`src/rws_pkg.sv`:
```
// Shared types and constants for the roulette wheel selection block.
// No dependencies; used by rws_ctrl, rws_datapath and the top level.
package rws_pkg;

  localparam int POP_MAX     = 64;
  localparam int IDX_W       = $clog2(POP_MAX);
  localparam int CNT_W       = $clog2(POP_MAX + 1);
  localparam int FIT_W       = 32;
  localparam int RND_W       = 16;
  localparam int TOT_W       = FIT_W + IDX_W;
  localparam int RHS_W       = TOT_W + RND_W;

  // request operation codes
  localparam logic OP_LOAD   = 1'b0;
  localparam logic OP_SELECT = 1'b1;

  // result kinds
  localparam logic KIND_LOAD   = 1'b0;
  localparam logic KIND_SELECT = 1'b1;

  typedef struct packed {
    logic             operation;
    logic             first_entry;
    logic [FIT_W-1:0] fitness;
    logic [RND_W-1:0] random_fraction;
  } in_req_t;

  typedef struct packed {
    logic             kind;
    logic [IDX_W-1:0] selected_index;
    logic [IDX_W-1:0] best_index;
    logic [TOT_W-1:0] total_fitness;
    logic [CNT_W-1:0] entry_total;
    logic             overflow;
  } out_rsp_t;

  // controller to datapath
  typedef struct packed {
    logic load;       // apply a load request
    logic sel_begin;  // start a wheel walk
    logic sel_empty;  // select on an empty store
    logic walk;       // one walk step
  } dp_cmd_t;

  // datapath to controller
  typedef struct packed {
    logic count_zero;
    logic walk_done;
  } dp_status_t;

endpackage

```
`src/rws_ctrl.sv`:
```
// Controller state machine for roulette wheel selection.
// Depends on rws_pkg (command/status structs, operation codes).
module rws_ctrl (
  input  logic                clk,
  input  logic                rst_n,
  input  logic                start,
  input  logic                operation,
  input  rws_pkg::dp_status_t status,
  output rws_pkg::dp_cmd_t    cmd,
  output logic                busy,
  output logic                out_valid
);

  typedef enum logic [1:0] {
    ST_IDLE = 2'b01,
    ST_WALK = 2'b10
  } state_t;

  state_t state_r, state_nxt;
  logic   valid_r, valid_nxt;
  logic   accept;

  assign busy      = (state_r != ST_IDLE);
  assign out_valid = valid_r;
  assign accept    = start && !busy;

  // next state and commands
  always_comb begin
    state_nxt     = state_r;
    valid_nxt     = 1'b0;
    cmd           = '0;
    case (state_r)
      ST_IDLE: begin
        if (accept) begin
          if (operation == rws_pkg::OP_LOAD) begin
            cmd.load  = 1'b1;
            valid_nxt = 1'b1;
          end else if (status.count_zero) begin
            cmd.sel_empty = 1'b1;
            valid_nxt     = 1'b1;
          end else begin
            cmd.sel_begin = 1'b1;
            state_nxt     = ST_WALK;
          end
        end
      end
      ST_WALK: begin
        cmd.walk = 1'b1;
        if (status.walk_done) begin
          valid_nxt = 1'b1;
          state_nxt = ST_IDLE;
        end
      end
      default: state_nxt = ST_IDLE;
    endcase
  end

  always_ff @(posedge clk) begin
    if (!rst_n) begin
      state_r <= ST_IDLE;
      valid_r <= 1'b0;
    end else begin
      state_r <= state_nxt;
      valid_r <= valid_nxt;
    end
  end

endmodule

```
`src/rws_datapath.sv`:
```
// Datapath: fitness store, running total, best tracking and wheel walk.
// Depends on rws_pkg (request/result structs, command/status structs).
module rws_datapath (
  input  logic                clk,
  input  logic                rst_n,
  input  rws_pkg::in_req_t    in_req,
  input  rws_pkg::dp_cmd_t    cmd,
  output rws_pkg::dp_status_t status,
  output rws_pkg::out_rsp_t   out_rsp
);

  // generation state
  logic [rws_pkg::CNT_W-1:0] count_r;
  logic [rws_pkg::TOT_W-1:0] total_r;
  logic [rws_pkg::IDX_W-1:0] best_slot_r;
  logic [rws_pkg::FIT_W-1:0] best_val_r;

  // fitness store, registered read
  logic [rws_pkg::FIT_W-1:0] mem [rws_pkg::POP_MAX];
  logic [rws_pkg::FIT_W-1:0] rd_data_r;
  logic [rws_pkg::IDX_W-1:0] rd_addr;

  // walk registers
  logic [rws_pkg::RHS_W-1:0] rhs_r;
  logic [rws_pkg::TOT_W-1:0] sum_r;
  logic [rws_pkg::IDX_W-1:0] idx_r;
  rws_pkg::out_rsp_t         rsp_r;

  // load view after an optional generation clear
  logic [rws_pkg::CNT_W-1:0] eff_count;
  logic [rws_pkg::TOT_W-1:0] eff_total;
  logic [rws_pkg::IDX_W-1:0] eff_best_slot;
  logic [rws_pkg::FIT_W-1:0] eff_best_val;
  logic                      full;
  logic [rws_pkg::CNT_W-1:0] count_nxt;
  logic [rws_pkg::TOT_W-1:0] total_nxt;
  logic [rws_pkg::IDX_W-1:0] best_slot_nxt;
  logic [rws_pkg::FIT_W-1:0] best_val_nxt;

  // walk step
  logic [rws_pkg::TOT_W-1:0] sum_nxt;
  logic                      hit;
  logic                      last;

  always_comb begin
    eff_count     = in_req.first_entry ? '0 : count_r;
    eff_total     = in_req.first_entry ? '0 : total_r;
    eff_best_slot = in_req.first_entry ? '0 : best_slot_r;
    eff_best_val  = in_req.first_entry ? '0 : best_val_r;
    full          = (eff_count == rws_pkg::CNT_W'(rws_pkg::POP_MAX));
    count_nxt     = eff_count;
    total_nxt     = eff_total;
    best_slot_nxt = eff_best_slot;
    best_val_nxt  = eff_best_val;
    if (!full) begin
      count_nxt = eff_count + 1'b1;
      total_nxt = eff_total + rws_pkg::TOT_W'(in_req.fitness);
      if (in_req.fitness > eff_best_val) begin
        best_val_nxt  = in_req.fitness;
        best_slot_nxt = eff_count[rws_pkg::IDX_W-1:0];
      end
    end
  end

  // sum * 2^RND_W >= frac * total
  assign sum_nxt = sum_r + rws_pkg::TOT_W'(rd_data_r);
  assign hit     = {sum_nxt, rws_pkg::RND_W'(0)} >= rhs_r;
  assign last    = ({1'b0, idx_r} == (count_r - 1'b1));

  assign status.count_zero = (count_r == '0);
  assign status.walk_done  = hit || last;

  // address the next entry so that its registered read is ready for the next walk step
  assign rd_addr = cmd.walk ? idx_r + 1'b1 : '0;

  // store write and registered read
  always_ff @(posedge clk) begin
    if (cmd.load && !full) begin
      mem[eff_count[rws_pkg::IDX_W-1:0]] <= in_req.fitness;
    end
    rd_data_r <= mem[rd_addr];
  end

  // generation state
  always_ff @(posedge clk) begin
    if (!rst_n) begin
      count_r     <= '0;
      total_r     <= '0;
      best_slot_r <= '0;
      best_val_r  <= '0;
    end else if (cmd.load) begin
      count_r     <= count_nxt;
      total_r     <= total_nxt;
      best_slot_r <= best_slot_nxt;
      best_val_r  <= best_val_nxt;
    end
  end

  // walk set-up and steps
  always_ff @(posedge clk) begin
    if (cmd.sel_begin) begin
      rhs_r <= rws_pkg::RHS_W'(in_req.random_fraction) * rws_pkg::RHS_W'(total_r);
      sum_r <= '0;
      idx_r <= '0;
    end else if (cmd.walk) begin
      sum_r <= sum_nxt;
      idx_r <= idx_r + 1'b1;
    end
  end

  // result register
  always_ff @(posedge clk) begin
    if (cmd.load) begin
      rsp_r.kind           <= rws_pkg::KIND_LOAD;
      rsp_r.selected_index <= '0;
      rsp_r.best_index     <= best_slot_nxt;
      rsp_r.total_fitness  <= total_nxt;
      rsp_r.entry_total    <= count_nxt;
      rsp_r.overflow       <= full;
    end else if (cmd.sel_empty || (cmd.walk && status.walk_done)) begin
      rsp_r.kind           <= rws_pkg::KIND_SELECT;
      rsp_r.selected_index <= (cmd.walk && hit) ? idx_r : '0;
      rsp_r.best_index     <= best_slot_r;
      rsp_r.total_fitness  <= total_r;
      rsp_r.entry_total    <= count_r;
      rsp_r.overflow       <= 1'b0;
    end
  end

  assign out_rsp = rsp_r;

endmodule

```
`src/roulette_wheel_selection.sv`:
```
// Top level of the roulette wheel selection block.
// Depends on rws_pkg, rws_ctrl and rws_datapath.
//
//   channel   handshake          payload    direction
//   request   start / busy       in_req     in
//   result    out_valid strobe   out_rsp    out
//
// A load's result strobes in the next cycle.
// A select walks the store entry by entry, n entries (1..64), one
// store read and one add-and-compare a cycle; an empty store answers without a walk.
// The store's single read port paces the walk; busy is high while walking.
// Reset clears count, total and best; the store needs no clearing pass.
// Results are shown for one cycle only; the receiver cannot stall them.
module roulette_wheel_selection (
  input  logic              clk,
  input  logic              rst_n,
  input  logic              start,
  output logic              busy,
  input  rws_pkg::in_req_t  in_req,
  output logic              out_valid,
  output rws_pkg::out_rsp_t out_rsp
);

  rws_pkg::dp_cmd_t    cmd;
  rws_pkg::dp_status_t status;

  rws_ctrl u_ctrl (
    .clk       (clk),
    .rst_n     (rst_n),
    .start     (start),
    .operation (in_req.operation),
    .status    (status),
    .cmd       (cmd),
    .busy      (busy),
    .out_valid (out_valid)
  );

  rws_datapath u_dp (
    .clk     (clk),
    .rst_n   (rst_n),
    .in_req  (in_req),
    .cmd     (cmd),
    .status  (status),
    .out_rsp (out_rsp)
  );

  // no result is shown while a walk is in progress
  a_no_strobe_when_busy: assert property (@(posedge clk) disable iff (!rst_n)
    busy |-> !out_valid)
    else $error("result strobe while busy");

  // a load request is answered in the next cycle
  a_load_answered: assert property (@(posedge clk) disable iff (!rst_n)
    (start && !busy && (in_req.operation == rws_pkg::OP_LOAD)) |=> out_valid)
    else $error("load request not answered");

  // a select on a non-empty store starts a walk
  a_walk_started: assert property (@(posedge clk) disable iff (!rst_n)
    (start && !busy && (in_req.operation == rws_pkg::OP_SELECT) && !status.count_zero)
      |=> busy)
    else $error("select did not start a walk");

  // chosen index lies inside the loaded population
  a_index_in_range: assert property (@(posedge clk) disable iff (!rst_n)
    out_valid |-> (({1'b0, out_rsp.selected_index} < out_rsp.entry_total) ||
                   (out_rsp.selected_index == '0)))
    else $error("selected index beyond entry count");

endmodule
```
`config.mk`:
```
export PLATFORM = sky130hd
export DESIGN_NAME = roulette_wheel_selection
export DESIGN_NICKNAME = d
export VERILOG_FILES = /design/src/rws_pkg.sv /design/src/rws_ctrl.sv /design/src/rws_datapath.sv /design/src/roulette_wheel_selection.sv
export SDC_FILE = /design/constraint.sdc
export NUM_CORES = 2
export LEC_CHECK = 0
export BUFFER_PORTS_ARGS = -buffer_cell sky130_fd_sc_hd__buf_4
export CORE_MARGIN = 2
export CORE_UTILIZATION = 59
export CTS_BUF_LIST = sky130_fd_sc_hd__clkbuf_4 sky130_fd_sc_hd__clkbuf_8
export DETAILED_ROUTE_END_ITERATION = 8
export HOLD_SLACK_MARGIN = 0.12
export PLACE_DENSITY = 0.75
export SLEW_MARGIN = 15
export SYNTH_ARGS = -nofsm -noshare
export SYNTH_HDL_FRONTEND = slang
export SYNTH_SLANG_ARGS = --single-unit
```
`constraint.sdc`:
```
create_clock -name clk -period 8.3 [get_ports clk]
set_input_delay 0.415 -clock clk [delete_from_list [all_inputs] [get_ports clk]]
set_output_delay 0.415 -clock clk [all_outputs]
set_load 0.005 [all_outputs]
```
# == Yosys cells after proc, flatten, opt, wreduce, memory -nomap -nowiden ==
# Memory sizes are Yosys's and may differ from the RTL's. A register that Yosys moved wholly into a read port is not among the register bits.
# Cells that the tools add are included.
# word_totals
ff_bits,243
latch_bits,0
mem_bits_rw,2048
mem_bits_ro,0
input_bits,53
out_inout_bits,61
elab_cells,76
memories,1
# classes
addsub,5
mul,1
n_div,0
n_lt_le_gt_ge,2
eq_ne,9
shift,0
n_mux,32
bitwise,0
n_reduce_logical,11
# memory_table
name,depth,word_bits,rd,rd_ports_with_merged_regs,wr,line_no,rtl
u_dp.mem,64,32,1,1,1,rws_datapath.sv:19,logic [rws_pkg::FIT_W-1:0] mem [rws_pkg::POP_MAX];
# ops
cell,count
two-way mux 52 bit,2
two-way mux 32 bit,3
adder 38 x 32 -> 38 bit,2
two-way mux 38 bit,2
greater-or-equal comparator 54 bit,1
multiplier 16 x 38 -> 54 bit,1
greater-than comparator 32 bit,1
two-way mux 6 bit,5
two-way mux 7 bit,2
two-way mux 2 bit,5
two-way mux 1 bit,9
"adder 7 x 1 -> 7 bit, second input constant",1
== test 6 x 7 -> 1 bit,1
"== test 7 bit, second input constant",1
logical NOT 7 bit,1
"subtractor 7 x 1 -> 7 bit, second input constant",1
"adder 6 x 1 -> 6 bit, second input constant",1
two-way mux 3 bit,2
"inequality test 2 x 1 -> 1 bit, second input constant",3
logical AND 1 bit,4
"inequality test 2 bit, second input constant",2
case mux 2 bit (2 select lines),1
AND reduction 4 bit,1
"== test 2 x 1 -> 1 bit, second input constant",1
other kinds (5),7

# == Longest topological paths before layout ==
# depth
depth_word,8
mapped_depth,25
mapped_depth_nobuf,23

# == By module ==
# From an unflattened synthesis, not the netlist that was laid out.
# unflattened
cells_unflattened,8768
hier_area_um2,114392.2
# modules_own_cells
mod,n_inst,cells_per_inst,area_each_um2
rws_datapath,1,8746,114202.0
rws_ctrl,1,22,190.2

# == Worst setup path after synthesis ==
# OpenSTA, ideal clock, no wires.
# synth_timing
kind,in2reg
start,input port in_req[4] in the netlist's numbering
end,register u_dp.rhs_r[53] in the netlist's numbering (data pin)
setup_ps,260
arrival_ps,6324
setup_slack_ps,1716
path_stages,25
n_path_buf,3
cell_sequence,clkbuf_1 -> clkbuf_1 -> nand2_1 -> fa_1 -> inv_1 -> fa_1 -> inv_1 -> fa_1 -> inv_1 -> fa_1 -> fa_1 -> inv_1 -> fa_1 -> inv_1 -> ha_1 -> buf_6 -> a21o_1 -> a21o_1 -> a2111oi_4 -> nor4b_4 -> a2111oi_1 -> or3_1 -> a21oi_2 -> o21ai_1 -> xnor2_1
# synth_via
elab_chain_len,1
# synth_rtl
element,line_no,rtl
from (decl),roulette_wheel_selection.sv:19,"input rws_pkg::in_req_t in_req,"
multiplier 16 x 38 -> 54 bit,rws_datapath.sv:102,rhs_r <= rws_pkg::RHS_W'(in_req.random_fraction) * rws_pkg::RHS_W'(total_r);
to (signal assigned),rws_datapath.sv:102,
to (decl),rws_datapath.sv:24,logic [rws_pkg::RHS_W-1:0] rhs_r;
# No other way between the ends.
# A chain may end at the register's enable or synchronous reset.

# == Final worst setup path ==
# layout_timing
start,register u_dp.total_r[24] in the netlist's numbering
end,register u_dp.rhs_r[52] in the netlist's numbering (data pin)
# layout_via
elab_chain_len,1
# layout_rtl
element,line_no,rtl
from (decl),rws_datapath.sv:14,logic [rws_pkg::TOT_W-1:0] total_r;
from (signal assigned),rws_datapath.sv:93,total_r <= total_nxt;
multiplier 16 x 38 -> 54 bit,rws_datapath.sv:102,
# No other way between the ends.

==> results.sh <==
export IMPL_outcome="finished clean"
export IMPL_number_of_synthesized_flops_with_an_enable_pin=2154
export IMPL_slew_limit_headroom=0.05666
export IMPL_postSynthNetCount=9605
export IMPL_cts_tree="built"
export IMPL_fill_cells=13660
export IMPL_rr_worst_depth=22
export IMPL_wirelength_um=317100
export IMPL_cts_buf_count=380
export IMPL_io_buffers=113
export IMPL_cp_end_kind="register"
export IMPL_ys_types=88
export IMPL_syn_mean_instance_area_um2=13.05
export IMPL_leakagePower_nw=46.86
export IMPL_detail_route_iter0_violations=9326
export IMPL_finalNetCount=9714
export IMPL_maxSlewViolCount=0
export IMPL_finalSetupViolations=0
export IMPL_critPathKind="register to register"
export IMPL_die_width_um=444.7
export IMPL_io_pins=114
export IMPL_timing_hold_worst_start="in_req[1]"
export IMPL_max_cap_violations=0
export IMPL_synth_mux_area_frac=0.03748
export IMPL_cts_sinks=2323
export IMPL_timing_rr_start="u_dp.total_r[24]"
export IMPL_critical_path_reg2reg_endpoint="u_dp.rhs_r[52]"
export IMPL_final_critical_path_setup_slack_ns=1.066
export IMPL_postSynthCellCount=8782
export IMPL_cp_data_arrival_time_ns=8.01
export IMPL_worst_endpoint_required_ns=9.07
export IMPL_drt_wirelength_per_cell_um=27.13
export IMPL_detailedPlace_worstSlack_ns=1.193
export IMPL_postLayoutCellArea_um2=125900
export IMPL_number_of_global_route_vias_before_repair=75090
export IMPL_cts_htree_levels=5
export IMPL_grt_antenna_before_repair=29
export IMPL_setup_tns_final_ns=0
export IMPL_final_layout_size_suffix_gt1_frac=0.1126
export IMPL_placedInstanceArea_um2=118300
export IMPL_fin_skew_ns=0.1416
export IMPL_cts_root_buffer_cell="sky130_fd_sc_hd__clkbuf_8"
export IMPL_ant_nets=0
export IMPL_pwr_density_cell_nw_per_um2=208.0
export IMPL_area_of_the_core_region_um2=192800
export IMPL_post_route_drc_count=0
export IMPL_fp_row_count=161
export IMPL_crit_path_max_fanout=18
export IMPL_synth_area_leaders="sky130_fd_sc_hd__edfxtp_1 (56%), sky130_fd_sc_hd__fa_1 (8.8%), sky130_fd_sc_hd__nand2_1 (3.6%)"
export IMPL_viasPerCell=6.401
export IMPL_start_util=0.5944
export IMPL_timing_fmax_mhz=138.2
export IMPL_postSynthRegisterBits=2323
export IMPL_largest_family_of_logic_cells_by_synthesized_area="adder cells"
export IMPL_grt_setup_unrepaired="false"
export IMPL_hold_path_depth=3
export IMPL_min_period_ns=7.234
export IMPL_grt_pass1_wl_um=468500
export IMPL_die_height_um=444.7
export IMPL_synth_top_area_cell="sky130_fd_sc_hd__edfxtp_1"
export IMPL_flow_area_growth_from_synthesis_pct=9.860
export IMPL_synthDominantCellAreaShare=0.5644
export IMPL_compound_gate_portion_of_the_synthesized_area=0.1140
export IMPL_drt_first_pass_iters=9
export IMPL_gr_total_overflow=0
export IMPL_asyncSetResetFlopFracSynth=0
export IMPL_hold_path_endpoint="u_dp.rhs_r[1]"
export IMPL_synth_seq_area_share=0.5940
export IMPL_dp_final_hpwl_um=191700
export IMPL_max_slew_worst_pin_slew_ns=1.407
export IMPL_clkTransAtPathRegs_ns=0.06
export IMPL_total_number_of_yosys_warnings=0
export IMPL_cts_resized=0
export IMPL_fp_dieArea_um2=197800
export IMPL_hp_class="input pin to register"
export IMPL_syn_area_um2=114600
export IMPL_yosys_area_share_adder=0.1171
export IMPL_final_hold_viol_count=0
export IMPL_fin_crit_share=0.8716
export IMPL_clk_insertion_delay_late_ns=1.12
export IMPL_worst_r2r_setup_slack_ns=1.07
export IMPL_detailroute_via_count=74820
export IMPL_setup_worst_path_start_class="register"
export IMPL_dominant_synthesized_flop_cell="sky130_fd_sc_hd__edfxtp_1"
export IMPL_multi_input_comb_area_um2=42240
export IMPL_grt_total_usage=0.3204
export IMPL_synth_xor_area_frac=0.009936
export IMPL_gpl_final_weighted_congestion=0.9478
export IMPL_largest_net_degree_at_the_start_of_global_routing=160
export IMPL_post_synth_and_or_nand_nor_area_fraction=0.08508
export IMPL_regArea_um2=68070
export IMPL_utilization=0.6530
export IMPL_cts_buffer_depth=4
export IMPL_ir_drop_mv=0.1910
cells in the mapped netlist, types with 5 or more instances:
library cell               count
sky130_fd_sc_hd__and3_1       20
sky130_fd_sc_hd__buf_1        20
sky130_fd_sc_hd__o32ai_1     256
sky130_fd_sc_hd__and2_0       10
sky130_fd_sc_hd__o211ai_1      8
sky130_fd_sc_hd__or2_2        12
sky130_fd_sc_hd__nor4_1       11
sky130_fd_sc_hd__nand2b_1     52
sky130_fd_sc_hd__o21bai_1     19
sky130_fd_sc_hd__and2_1      483
sky130_fd_sc_hd__a21o_1      103
sky130_fd_sc_hd__a22o_1       42
sky130_fd_sc_hd__a311oi_1     69
sky130_fd_sc_hd__a31o_2        8
sky130_fd_sc_hd__inv_1       649
sky130_fd_sc_hd__nor2b_1      55
sky130_fd_sc_hd__nor3_1       29
sky130_fd_sc_hd__o21ai_0      94
sky130_fd_sc_hd__or3_1        12
sky130_fd_sc_hd__xnor2_1      73
sky130_fd_sc_hd__o221ai_1      6
sky130_fd_sc_hd__mux4_2       64
sky130_fd_sc_hd__nand3_1      47
sky130_fd_sc_hd__nand2_1    1093
sky130_fd_sc_hd__fa_1        504
sky130_fd_sc_hd__nor3b_1       5
sky130_fd_sc_hd__edfxtp_1   2154
sky130_fd_sc_hd__dfxtp_1     169
sky130_fd_sc_hd__ha_1        266
sky130_fd_sc_hd__o31ai_1       6
sky130_fd_sc_hd__mux2i_1     284
sky130_fd_sc_hd__a31oi_1     209
sky130_fd_sc_hd__nor2_1      185
sky130_fd_sc_hd__clkbuf_1    478
sky130_fd_sc_hd__o21ai_1      11
sky130_fd_sc_hd__o21a_1       16
sky130_fd_sc_hd__a211o_1       8
sky130_fd_sc_hd__nand4_1      48
sky130_fd_sc_hd__o22ai_1       8
sky130_fd_sc_hd__a211oi_1    485
sky130_fd_sc_hd__a21oi_1     472
sky130_fd_sc_hd__xor2_1       57
sky130_fd_sc_hd__buf_2       103
critical path, cell delays in order, from the launching register on:
cell and delay [ns]:
sky130_fd_sc_hd__dfxtp_1 0.94, sky130_fd_sc_hd__nand2_1 0.18, sky130_fd_sc_hd__fa_1 0.58, sky130_fd_sc_hd__inv_1 0.06, sky130_fd_sc_hd__fa_1 0.52, sky130_fd_sc_hd__inv_1 0.05
sky130_fd_sc_hd__fa_1 0.50, sky130_fd_sc_hd__inv_1 0.05, sky130_fd_sc_hd__fa_1 0.49, sky130_fd_sc_hd__fa_1 0.49, sky130_fd_sc_hd__inv_1 0.05, sky130_fd_sc_hd__fa_1 0.50
sky130_fd_sc_hd__inv_1 0.05, sky130_fd_sc_hd__ha_1 0.47, sky130_fd_sc_hd__nand4_1 0.22, sky130_fd_sc_hd__or3_1 0.44, sky130_fd_sc_hd__nor3_1 0.27, sky130_fd_sc_hd__a22o_1 0.17
sky130_fd_sc_hd__a21oi_1 0.08, sky130_fd_sc_hd__o211ai_1 0.40, sky130_fd_sc_hd__o21ai_1 0.18, sky130_fd_sc_hd__o21ai_1 0.17, sky130_fd_sc_hd__xor2_1 0.08
through the flow:
stage	hold slack, ns	instances	power, mW
after floorplan	0.4410	8782	15.54
after global placement	0.4458	11000	16.65
after CTS	0.1655	11680	26.27
after global routing	0.2250	11690	27.16
after detailed placement	0.4559	11000	16.73
final	0.2411	11690	26.19
report_power, final:
group	switching (mW)	leakage [nW]	internal, mW	total [mW]
clock	4.41	3.77	5.24	9.65
sequential	0.145	20.8	13.0	13.1
combinational	2.22	22.3	1.21	3.42
total	6.77	46.9	19.4	26.2
kinds of logic after synthesis:
family          Yosys count
compound gates         1878
xor+xnor                130
fa+ha+maj               770
buf+inv                1255
flops                  2323
mux                     349
simple gates           2077
how the worst max path moves through the flow:
stage	cells after the start	slack, ns	endpoint	from
finish	22	1.07	u_dp.rhs_r[52]	u_dp.total_r[24]
CTS	21	1.12	u_dp.rhs_r[47]	u_dp.total_r[7]
detailed placement	21	1.19	u_dp.rhs_r[47]	u_dp.total_r[7]
global placement	22	1.14	u_dp.rhs_r[47]	in_req[7]
global route	21	0.68	u_dp.rhs_r[47]	u_dp.total_r[7]
floorplan	25	1.72	u_dp.rhs_r[53]	in_req[4]
layout by cell type (no fill, tap or decap), drive strengths merged, types with 64 or more instances in the layout:
cell / count
a211oi: 488
a21o: 103
a21oi: 474
a311oi: 70
a31oi: 211
and2: 493
buf: 294
clkbuf: 491
clkinv: 129
dfxtp: 169
edfxtp: 2154
fa: 504
ha: 266
inv: 653
mux2i: 284
mux4: 64
nand2: 1093
nor2: 186
o21ai: 106
o32ai: 256
xnor2: 73
layout make-up:
cell class | count | area share
Clock buffer | 491 | 0.04856
Clock inverter | 156 | 0.008607
Multi-Input combinational cell | 5204 | 0.3355
Timing Repair Buffer | 332 | 0.02204
Antenna cell | 6 | 0.0001193
Inverter | 650 | 0.01939
Sequential cell | 2323 | 0.5407
Tap cell | 2526 | 0.02510
sequential cells by signal (all words and copies together), names as in the netlist:
signal / flops
u_dp.sum_r: 38
u_dp.rd_data_r: 32
u_dp.rhs_r: 54
u_ctrl.state_r: 2
u_dp.count_r: 7
u_dp.best_val_r: 32
u_dp.mem: 2048
u_dp.out_rsp: 59
u_dp.idx_r: 6
u_dp.best_slot_r: 6
u_ctrl.out_valid: 1
u_dp.total_r: 38
timing repair:
action	in CTS	in global routing
buffers inserted	0	0
hold endpoints to repair	1323	0
hold buffers	38	0
layer usage:
layer	vias to the layer above	track usage	wire length [µm]
li1	32310	-	-
met1	37550	0.4179	118300
met2	4176	0.5003	147200
met3	774	0.07116	32620
met4	6	0.1821	18920
met5	-	0	40
Power figures use the tool's default switching activity.
